$ cat src/design/cbls_pkg.sv
// Shared types, constants and scramble functions for the challenge buffer scrambler.
`default_nettype none
package cbls_pkg;

    localparam int DEF_BUFFER_BYTES = 512;
    localparam int CHUNK_BYTES      = 8;
    localparam int DATA_W           = 64;
    localparam int WORD_W           = 32;
    localparam int LFSR_W           = 16;

    // Commands from the controller to the datapath
    typedef struct packed {
        logic wr_en;
        logic rd_en;
        logic rd_last;
        logic start;
    } cbls_cmd_t;

    // Status from the datapath to the controller
    typedef struct packed {
        logic rd_room;
        logic busy;
    } cbls_sts_t;

    typedef struct packed {
        logic [LFSR_W-1:0] lfsr;
        logic [DATA_W-1:0] chunk;
    } cbls_scr_t;

    // Collect bit 0 of each byte, byte 0 ending up in the top position
    function automatic logic [CHUNK_BYTES-1:0] byte_lsbs(input logic [DATA_W-1:0] chunk);
        logic [CHUNK_BYTES-1:0] bits;
        bits = '0;
        for (int k = 0; k < CHUNK_BYTES; k++) begin
            bits[CHUNK_BYTES-1-k] = chunk[8*k];
        end
        return bits;
    endfunction

    // Shift the low word right and the high word left by one bit
    function automatic logic [DATA_W-1:0] shift_words(input logic [DATA_W-1:0] chunk);
        logic [WORD_W-1:0] even_w;
        logic [WORD_W-1:0] odd_w;
        even_w = chunk[WORD_W-1:0];
        odd_w  = chunk[DATA_W-1:WORD_W];
        return {odd_w[WORD_W-2:0], 1'b0, 1'b0, even_w[WORD_W-1:1]};
    endfunction

    // Shift the words, then run the shift register once per byte, replacing each byte's bit 0
    function automatic cbls_scr_t scramble(input logic [DATA_W-1:0] chunk,
                                           input logic [LFSR_W-1:0] lfsr);
        cbls_scr_t res;
        logic [LFSR_W-1:0] s;
        logic [DATA_W-1:0] c;
        s = lfsr;
        c = shift_words(chunk);
        for (int k = 0; k < CHUNK_BYTES; k++) begin
            s = {s[LFSR_W-2:0], s[LFSR_W-1] ^ s[LFSR_W-2]};
            c[8*k] = s[LFSR_W-1];
        end
        res.lfsr  = s;
        res.chunk = c;
        return res;
    endfunction

endpackage
`default_nettype wire

$ cat src/design/cbls_ram.sv
// Generic single-write, single-read RAM with registered read data.
`default_nettype none
module cbls_ram #(
    parameter int WIDTH = 64,
    parameter int DEPTH = 64
) (
    input  wire logic                     aclk,
    input  wire logic                     wr_en,
    input  wire logic [$clog2(DEPTH)-1:0] wr_addr,
    input  wire logic [WIDTH-1:0]         wr_data,
    input  wire logic                     rd_en,
    input  wire logic [$clog2(DEPTH)-1:0] rd_addr,
    output logic      [WIDTH-1:0]         rd_data
);

    logic [WIDTH-1:0] mem [DEPTH];
    logic [WIDTH-1:0] rd_data_reg;

    // Write port and registered read port; read data holds without rd_en
    always_ff @(posedge aclk) begin
        if (wr_en) begin
            mem[wr_addr] <= wr_data;
        end
        if (rd_en) begin
            rd_data_reg <= mem[rd_addr];
        end
    end

    assign rd_data = rd_data_reg;

endmodule
`default_nettype wire

$ cat src/design/cbls_dpath.sv
// Datapath: challenge store, seed capture, shift register and output stages.
`default_nettype none
module cbls_dpath #(
    parameter int BUFFER_BYTES = cbls_pkg::DEF_BUFFER_BYTES
) (
    input  wire logic                                   aclk,
    input  wire logic                                   aresetn,
    input  wire cbls_pkg::cbls_cmd_t                    cmd,
    input  wire logic [$clog2(BUFFER_BYTES/8)-1:0]      addr,
    output cbls_pkg::cbls_sts_t                         sts,
    input  wire logic [cbls_pkg::DATA_W-1:0]            s_chunk_in,
    output logic                                        m_valid,
    input  wire logic                                   m_ready,
    output logic [cbls_pkg::DATA_W-1:0]                 m_chunk_out,
    output logic                                        m_last_chunk
);
    import cbls_pkg::*;

    localparam int CHUNK_COUNT = BUFFER_BYTES / CHUNK_BYTES;

    logic [DATA_W-1:0] rd_data;
    logic              s1_valid_reg, s1_valid_next;
    logic              s1_last_reg;
    logic              s2_valid_reg, s2_valid_next;
    logic [DATA_W-1:0] s2_data_reg;
    logic              s2_last_reg;
    logic [LFSR_W-1:0] seed_reg, seed_next;
    logic [LFSR_W-1:0] lfsr_reg;
    logic              move;
    cbls_scr_t         scr;

    cbls_ram #(
        .WIDTH (DATA_W),
        .DEPTH (CHUNK_COUNT)
    ) u_store (
        .aclk    (aclk),
        .wr_en   (cmd.wr_en),
        .wr_addr (addr),
        .wr_data (s_chunk_in),
        .rd_en   (cmd.rd_en),
        .rd_addr (addr),
        .rd_data (rd_data)
    );

    // Keep the byte lsbs of the most recent chunks; the last two chunks seed the register
    assign seed_next = {seed_reg[LFSR_W-CHUNK_BYTES-1:0], byte_lsbs(s_chunk_in)};

    // Advance the read stage into the output register when it is free or being emptied
    assign move          = s1_valid_reg && (!s2_valid_reg || m_ready);
    assign s1_valid_next = cmd.rd_en || (s1_valid_reg && !move);
    assign s2_valid_next = move || (s2_valid_reg && !m_ready);
    assign scr           = scramble(rd_data, lfsr_reg);

    always_ff @(posedge aclk) begin
        if (!aresetn) begin
            s1_valid_reg <= 1'b0;
            s2_valid_reg <= 1'b0;
        end else begin
            s1_valid_reg <= s1_valid_next;
            s2_valid_reg <= s2_valid_next;
        end
    end

    // Payload registers
    always_ff @(posedge aclk) begin
        if (cmd.wr_en) begin
            seed_reg <= seed_next;
        end
        if (cmd.rd_en) begin
            s1_last_reg <= cmd.rd_last;
        end
        if (cmd.start) begin
            lfsr_reg <= seed_next;
        end else if (move) begin
            lfsr_reg <= scr.lfsr;
        end
        if (move) begin
            s2_data_reg <= scr.chunk;
            s2_last_reg <= s1_last_reg;
        end
    end

    assign sts.rd_room   = !s1_valid_reg || move;
    assign sts.busy      = s1_valid_reg || s2_valid_reg;
    assign m_valid       = s2_valid_reg;
    assign m_chunk_out   = s2_data_reg;
    assign m_last_chunk  = s2_last_reg;

endmodule
`default_nettype wire

$ cat src/design/cbls_ctrl.sv
// Controller: load, emit and drain sequencing with the shared chunk counter.
`default_nettype none
module cbls_ctrl #(
    parameter int BUFFER_BYTES = cbls_pkg::DEF_BUFFER_BYTES
) (
    input  wire logic                              aclk,
    input  wire logic                              aresetn,
    input  wire logic                              s_valid,
    output logic                                   s_ready,
    output cbls_pkg::cbls_cmd_t                    cmd,
    output logic [$clog2(BUFFER_BYTES/8)-1:0]      addr,
    input  wire cbls_pkg::cbls_sts_t               sts
);
    import cbls_pkg::*;

    localparam int CHUNK_COUNT = BUFFER_BYTES / CHUNK_BYTES;
    localparam int CW          = $clog2(CHUNK_COUNT);
    localparam logic [CW-1:0] LAST_IDX = CW'(CHUNK_COUNT - 1);

    localparam logic [1:0] ST_LOAD  = 2'd0;
    localparam logic [1:0] ST_EMIT  = 2'd1;
    localparam logic [1:0] ST_DRAIN = 2'd2;

    logic [1:0]    state_reg, state_next;
    logic [CW-1:0] cnt_reg, cnt_next;
    logic          at_last;

    assign at_last = (cnt_reg == LAST_IDX);

    // Sequence the load, emit and drain phases
    always_comb begin
        state_next  = state_reg;
        cnt_next    = cnt_reg;
        cmd         = '0;
        s_ready     = 1'b0;
        case (state_reg)
            ST_LOAD: begin
                s_ready   = 1'b1;
                cmd.wr_en = s_valid;
                if (s_valid) begin
                    if (at_last) begin
                        cnt_next   = '0;
                        cmd.start  = 1'b1;
                        state_next = ST_EMIT;
                    end else begin
                        cnt_next = cnt_reg + 1'b1;
                    end
                end
            end
            ST_EMIT: begin
                cmd.rd_en   = sts.rd_room;
                cmd.rd_last = at_last;
                if (sts.rd_room) begin
                    if (at_last) begin
                        cnt_next   = '0;
                        state_next = ST_DRAIN;
                    end else begin
                        cnt_next = cnt_reg + 1'b1;
                    end
                end
            end
            ST_DRAIN: begin
                if (!sts.busy) begin
                    state_next = ST_LOAD;
                end
            end
            default: begin
                state_next = ST_LOAD;
                cnt_next   = '0;
            end
        endcase
    end

    always_ff @(posedge aclk) begin
        if (!aresetn) begin
            state_reg <= ST_LOAD;
            cnt_reg   <= '0;
        end else begin
            state_reg <= state_next;
            cnt_reg   <= cnt_next;
        end
    end

    assign addr = cnt_reg;

    // Reads are issued only when the read stage can take the data
    a_rd_room: assert property (@(posedge aclk) disable iff (!aresetn)
        cmd.rd_en |-> sts.rd_room)
        else $error("read issued without room in the read stage");

    // The pipeline is empty whenever a new challenge is being loaded
    a_load_idle: assert property (@(posedge aclk) disable iff (!aresetn)
        (state_reg == ST_LOAD) |-> !sts.busy)
        else $error("loading while results are still in flight");

    // Completing a challenge starts emission with the counter cleared
    a_start_emit: assert property (@(posedge aclk) disable iff (!aresetn)
        cmd.start |=> (state_reg == ST_EMIT) && (cnt_reg == '0))
        else $error("emission did not start after the last chunk");

    // The final read leads to the drain phase
    a_last_drain: assert property (@(posedge aclk) disable iff (!aresetn)
        (cmd.rd_en && cmd.rd_last) |=> (state_reg == ST_DRAIN))
        else $error("last read did not enter drain");

endmodule
`default_nettype wire

$ cat src/design/challenge_buffer_lfsr_scrambler_top.sv
// Top level of the challenge buffer scrambler: controller plus datapath.
//
// Usage:
//   The s_ channel (s_valid/s_ready/s_chunk_in) takes the challenge as
//   BUFFER_BYTES/8 chunks of eight bytes, byte k in bits 8k+7:8k, in buffer
//   order, one item per cycle while s_ready is high.
//   After the last chunk is accepted, s_ready drops and the m_ channel
//   (m_valid/m_ready/m_chunk_out/m_last_chunk) delivers the BUFFER_BYTES/8
//   scrambled chunks in the same order, m_last_chunk marking the final one.
//   The first response chunk passes from the emit state through the RAM read
//   register to the output register after the last input chunk is accepted;
//   the rest follow one per cycle while m_ready stays high.
//   The single read port of the challenge RAM and one scramble step per cycle
//   set the emit rate.
//   When m_ready is low the output and read stages hold and reads stop; no
//   item is lost. s_ready returns high once the whole response is delivered.
//   Reset (aresetn low, synchronous) empties the pipeline and returns to the
//   loading phase at chunk zero; no clearing pass is needed.
`default_nettype none
module challenge_buffer_lfsr_scrambler_top #(
    parameter int BUFFER_BYTES = cbls_pkg::DEF_BUFFER_BYTES
) (
    input  wire logic                          aclk,
    input  wire logic                          aresetn,
    input  wire logic                          s_valid,
    output logic                               s_ready,
    input  wire logic [cbls_pkg::DATA_W-1:0]   s_chunk_in,
    output logic                               m_valid,
    input  wire logic                          m_ready,
    output logic [cbls_pkg::DATA_W-1:0]        m_chunk_out,
    output logic                               m_last_chunk
);
    import cbls_pkg::*;

    localparam int CW = $clog2(BUFFER_BYTES / CHUNK_BYTES);

    cbls_cmd_t     cmd;
    cbls_sts_t     sts;
    logic [CW-1:0] addr;

    cbls_ctrl #(
        .BUFFER_BYTES (BUFFER_BYTES)
    ) u_ctrl (
        .aclk    (aclk),
        .aresetn (aresetn),
        .s_valid (s_valid),
        .s_ready (s_ready),
        .cmd     (cmd),
        .addr    (addr),
        .sts     (sts)
    );

    cbls_dpath #(
        .BUFFER_BYTES (BUFFER_BYTES)
    ) u_dpath (
        .aclk         (aclk),
        .aresetn      (aresetn),
        .cmd          (cmd),
        .addr         (addr),
        .sts          (sts),
        .s_chunk_in   (s_chunk_in),
        .m_valid      (m_valid),
        .m_ready      (m_ready),
        .m_chunk_out  (m_chunk_out),
        .m_last_chunk (m_last_chunk)
    );

endmodule
`default_nettype wire
$ cat config.mk
export PLATFORM = sky130hd
export DESIGN_NAME = challenge_buffer_lfsr_scrambler_top
export DESIGN_NICKNAME = d
export VERILOG_FILES = /design/src/design/cbls_pkg.sv /design/src/design/cbls_ram.sv /design/src/design/cbls_dpath.sv /design/src/design/cbls_ctrl.sv /design/src/design/challenge_buffer_lfsr_scrambler_top.sv
export SDC_FILE = /design/constraint.sdc
export NUM_CORES = 2
export LEC_CHECK = 0
export ABC_CLOCK_PERIOD_IN_PS = 9400
export BUFFER_PORTS_ARGS = -buffer_cell sky130_fd_sc_hd__buf_2
export CORE_MARGIN = 2
export CORE_UTILIZATION = 45
export CTS_CLUSTER_SIZE = 12
export DETAILED_ROUTE_END_ITERATION = 12
export GPL_TIMING_DRIVEN = 1
export HOLD_SLACK_MARGIN = 0.02
export PLACE_DENSITY = 0.72
export SYNTH_ARGS = -nofsm -noshare
export SYNTH_HDL_FRONTEND = slang
export SYNTH_SLANG_ARGS = --single-unit
$ cat constraint.sdc
create_clock -name aclk -period 9.4 [get_ports aclk]
set_clock_uncertainty 0.1 [all_clocks]
set_input_delay 1.41 -clock aclk [delete_from_list [all_inputs] [get_ports aclk]]
set_output_delay 1.41 -clock aclk [all_outputs]
set_load 0.01 [all_outputs]
# Word-level counts from Yosys, hierarchy flattened
# Memories as Yosys holds them, arrays and structs flattened. A register that Yosys moved wholly into a read port is not among the register bits.
# Cells that the tools add are included.
totals:
  ff_bits: 99
  ram_bits: 4096
  wordCells: 64
  memories: 1
classes:
  addsub: 1
  n_eq_ne: 8
  mux: 20
  n_bitwise: 9
  reduce_logical: 16
mem_list:
  columns: ["memory", "depth", "width", "rd", "rd_clocked_by_memory_dff", "wr", "line_no", "text"]
  rows:
  - ["u_dpath.u_store.mem", 64, 64, 1, 1, 1, "cbls_ram.sv:16", "logic [WIDTH-1:0] mem [DEPTH];"]
ops:
  columns: ["cell", "n"]
  rows:
  - ["$mux W16", 2]
  - ["$mux W6", 3]
  - ["$pmux W6 S3", 1]
  - ["$mux W2", 6]
  - ["$xor A1 B1 Y1", 8]
  - ["$mux W1", 7]
  - ["$add A6 B1 Y6 const B", 1]
  - ["$eq A6 B6 Y1 const B", 1]
  - ["$ne A2 B1 Y1 const B", 3]
  - ["$pmux W2 S3", 1]
  - ["$logic_or A1 B1 Y1", 5]
  - ["$reduce_and A5 Y1", 1]
  - ["$logic_not A1 Y1", 4]
  - ["$ne A2 B2 Y1 const B", 2]
  - ["$logic_and A1 B1 Y1", 3]
  - ["$reduce_and A3 Y1", 1]
  - ["$eq A2 B1 Y1 const B", 1]
  - ["$eq A2 B2 Y1 const B", 1]
  - ["$logic_not A2 Y1", 1]
  - ["$reduce_bool A2 Y1", 1]
  - ["$not A1 Y1", 1]

# Depth between registers and ports, before layout
depth:
  ltp_word: 6
  depth_mapped: 10
  ltp_nobuf: 6

# By module
# From an unflattened synthesis, not the netlist that was laid out.
hier_totals:
  cells_unflattened: 6794
  hier_area_um2: 160551.5
by_module_without_submodules:
  columns: ["module", "n_inst", "cells_per_inst", "area_each_um2", "seq_area_each_um2"]
  rows:
  - ["cbls_ram", 1, 6598, 156989.3, 124919.8]
  - ["cbls_dpath", 1, 137, 3047.9, 2712.6]
  - ["cbls_ctrl", 1, 59, 514.2, 160.2]

# Worst setup path after synthesis
# No wires, ideal clock.
synth_timing:
  path_type: "input to register"
  from: "input s_valid"
  to: "memory u_dpath.u_store.mem[30][10], enable pin"
  arrival_ns: 5.210
  setup_slack_ns: 3.622
  cell_stages: 4
  path_cell_list: "nor3b_1 > nor2b_1 > nand3_1 > nor2_1"
synth_via:
  elab_chain_cells: 3
synth_lines:
  columns: ["item", "line_no", "text"]
  rows:
  - ["start, declared", "challenge_buffer_lfsr_scrambler_top.sv:25", "input wire logic s_valid,"]
  - ["$mux W1", "cbls_ctrl.sv:36", "case (state_reg)"]
  - ["$mux W1", "cbls_ram.sv:21", "if (wr_en) begin"]
  - ["$mux W1 (not written as such)", "cbls_ram.sv:22", "mem[wr_addr] <= wr_data;"]
  - ["end, declared", "cbls_ram.sv:16", null]
# Every way passes these cells.

# Worst setup path after layout
layout_timing:
  from: "register u_ctrl.cnt_reg[2] (netlist: u_ctrl.addr[2])"
  to: "memory u_dpath.u_store.mem[63][20], enable pin"
layout_lines:
  columns: ["item", "line_no", "text"]
  rows:
  - ["start, declared", "cbls_ctrl.sv:25", "logic [CW-1:0] cnt_reg, cnt_next;"]
  - ["start signal, assigned", "cbls_ctrl.sv:80", "cnt_reg <= cnt_next;"]
# No word-level cell before the write port.

==> impl_metrics.csv <==
group,metric,value,unit
synthesis,synth_seq_area_share,80.40,%
floorplanning,die_x,556.0,µm
placed_design,gp_congestion,0.8246,
layout,final_cell_area,153400,µm²
cts,numCtsBuffers,364,
floorplanning,fp.dieH,556.0,µm
worst_setup_path,slowest_stage,"nor2_4",
floorplanning,die_area,309100,µm²
cts,clkSinkCount,3674,
cts,cts_max_path_buffers,4,
timing,drv_slew,0,
layout,largest_reg_flops,3520,
floorplanning,start_util,45.24,%
synthesis,yosys.area_share.adder,0.009126,%
placed_design,hpwl,188300,µm
synthesis,synth_ff_type,"edfxtp_1",
timing,tns,0,ns
worst_setup_path,critPathCaptureType,"register",
timing,hold_viol_final,0,
synthesis,ys_ff_latch,3674,
synthesis,synth_xor_area_share,0.08305,%
cts,post-cts-setup-buffers,0,
worst_setup_path,cp_top_family,"simple AND/OR/NAND/NOR gates",
cts,ctsResizeCount,0,
cts,path_clk_slew,0.06,ns
worst_setup_path,worstPathArrival,5.42,ns
detailed_routing,via_count,66910,
synthesis,synth_enable_flop_cells,3664,
job,drv_cap,0,
timing,setup_viol,0,
worst_setup_path,worstSetupStartpointType,"register",
synthesis,synth-compound-area-share,2.128,%
detailed_routing,ant_nets,0,
worst_setup_path,path_max_fanout,124,
worst_setup_path,worst-setup-path-type,"reg2reg",
grt,overflow,0,
synthesis,ys_warn_count,0,
synthesis,synthDistinctLibCells,47,
timing,tightest_slew,1.397,ns
worst_setup_path,cp_cell_sequence,"buf_12, nand3_1, nor2_4, buf_4",
layout,stdcell_count,10300,
cts,clk_latency,0.91,ns
hold_path,hold_path.class,"reg2reg",
layout,drive_gt1_share,26.47,%
worst_setup_path,max_stage_delay,1.06,ns
floorplanning,core,303000,µm²
synthesis,synthesis.nets,5869,
timing,maxSlewHeadroom,6.643,%
grt,first_global_vias,66500,
pwr,ir_drop,154.7,µV
floorplanning,ios,135,
grt,antenna_found_initial,35,
layout,area_delta_synth_final,11.87,%
synthesis,synth_mux_area_share,14.53,%
grt,grt_pass1_wl,505300,µm
placed_design,portBuffers,125,
layout,nNetsFinal,6212,
grt,grt_max_degree,150,
synthesis,syn_inst,5800,
synthesis,synth_top_family_by_area,"multiplexers",
cts,htreeDepth,5,
grt,grt_use_total,23.24,%
detailed_routing,drtIter0Drc,10910,
detailed_routing,drc,0,
worst_setup_path,critical_path_required,9.81,ns
synthesis,synthSimpleGateAreaFrac,1.803,%
synthesis,avgSynthCellArea,23.64,µm²
floorplanning,num_rows,202,
placed_design,post_dp_cell_area,143200,µm²
timing,period_minus_slack,5.008,ns
pwr,p_leak,45.88,nW
timing,grt_setup_unrepaired,"no",
worst_setup_path,worstPathBufferInverterCount,2,
cts,cts_hold_buf,0,
timing,max_freq,199.7,MHz
detailed_routing,wirelength,364400,µm
cts,cts_tree,"yes",
detailed_routing,first_pass_iters,7,
outcome,status,"complete, no violations",
placed_design,dp.cells,9755,
detailed_routing,routedWlPerCell,35.39,µm
synthesis,async_reset_ff_share,0,%
synthesis,synth_area,137100,µm²
detailed_routing,vias_per_cell,6.498,
pwr,finalPower,32.39,mW
pwr,power_density,211.1,nW/µm²
layout,finish.utilization,50.61,%
timing,fin_crit_sh,53.27,%
cts,cts_root_buf,"clkbuf_16",
-- power breakdown --
| part | switching (mW) | total [mW] | internal, mW |
|---|---|---|---|
| sequential | 0.0260 | 18.1 | 18.1 |
| clock | 5.80 | 12.9 | 7.13 |
| combinational | 0.788 | 1.35 | 0.565 |
-- per-layer routing --
layer	part of all wire, %	global-route usage (%)
met3	12	5.642
met1	36	30.84
met5	0.041	0
met4	4.3	8.986
met2	48	37.28
-- final timing paths --
check / startpoint / depth (start not counted) / end / slack [ns]
worst max-delay path: u_ctrl.addr[2] / 4 / u_dpath.u_store.mem[63][20] / 4.39
worst min-delay path: u_dpath.u_store.rd_data[7] / 0 / u_dpath.m_chunk_out[6] / 0.29
worst max register to register: u_ctrl.addr[2] / 4 / u_dpath.u_store.mem[63][20] / 4.39
worst min register to register: u_dpath.u_store.rd_data[7] / 0 / u_dpath.m_chunk_out[6] / 0.29
-- cell families (layout without fill, tap and decap cells) --
group | Yosys count | in the layout
flip-flops | 3674 | 3674
multiplexers | 893 | 893
buffers and inverters | 307 | 804
adder cells (fa/ha/maj) | 1 | 1
AND/OR/NAND/NOR | 518 | 518
AO/OA/AOI/OAI | 393 | 393
other | 1 | 22
XOR/XNOR | 13 | 13
-- Yosys cell counts, types with 7 or more instances --
library cell	number	area share (%)
dfxtp_1	10	0.15
buf_2	86	0.31
mux2_2	17	0.14
nand4_1	59	0.27
buf_4	17	0.093
clkbuf_1	165	0.45
mux4_2	876	14
nand2_1	201	0.55
edfxtp_1	3664	80
nor2_1	92	0.25
buf_6	15	0.12
nand3_1	67	0.24
a21oi_1	7	0.026
buf_1	21	0.057
a22oi_1	365	2.0
xnor2_1	12	0.077
or3_1	52	0.24
o21ai_0	10	0.037
-- cells in the final DEF, fill, tap and decap left out, drive strengths merged, types with 3 or more instances in the layout --
| master | instances |
|---|---|
| nor3 | 5 |
| clkinv | 48 |
| nand2 | 201 |
| mux4 | 876 |
| a21oi | 7 |
| and3 | 6 |
| nor2 | 93 |
| a32oi | 3 |
| or3 | 52 |
| and2 | 4 |
| dfxtp | 10 |
| nor2b | 6 |
| nand3b | 3 |
| diode | 21 |
| buf | 281 |
| nand3 | 67 |
| mux2 | 17 |
| xnor2 | 12 |
| nand4 | 59 |
| o21ai | 10 |
| edfxtp | 3664 |
| and4 | 4 |
| or3b | 3 |
| inv | 13 |
| clkbuf | 462 |
| a22oi | 365 |
| nor3b | 4 |
-- cell type report --
type	count	area, µm²
diodes	21	52.55
flip-flops and latches	3674	110200
fillers	22650	149700
clock inverters	58	484.2
inverters	3	11.26
multi-input cells	1819	26080
repair buffers	281	1934
well taps	3978	4977
clock buffers	462	9603
-- per-stage QoR --
stage,hold slack [ns],setup slack [ns]
5_1_grt,0.3001,4.308
3_3_place_gp,0.3029,3.840
2_1_floorplan,0.3003,3.622
3_5_place_dp,0.3045,3.728
4_1_cts,0.2901,4.413
6_report,0.2926,4.392
No activity file was read; power rests on OpenSTA's default activity.
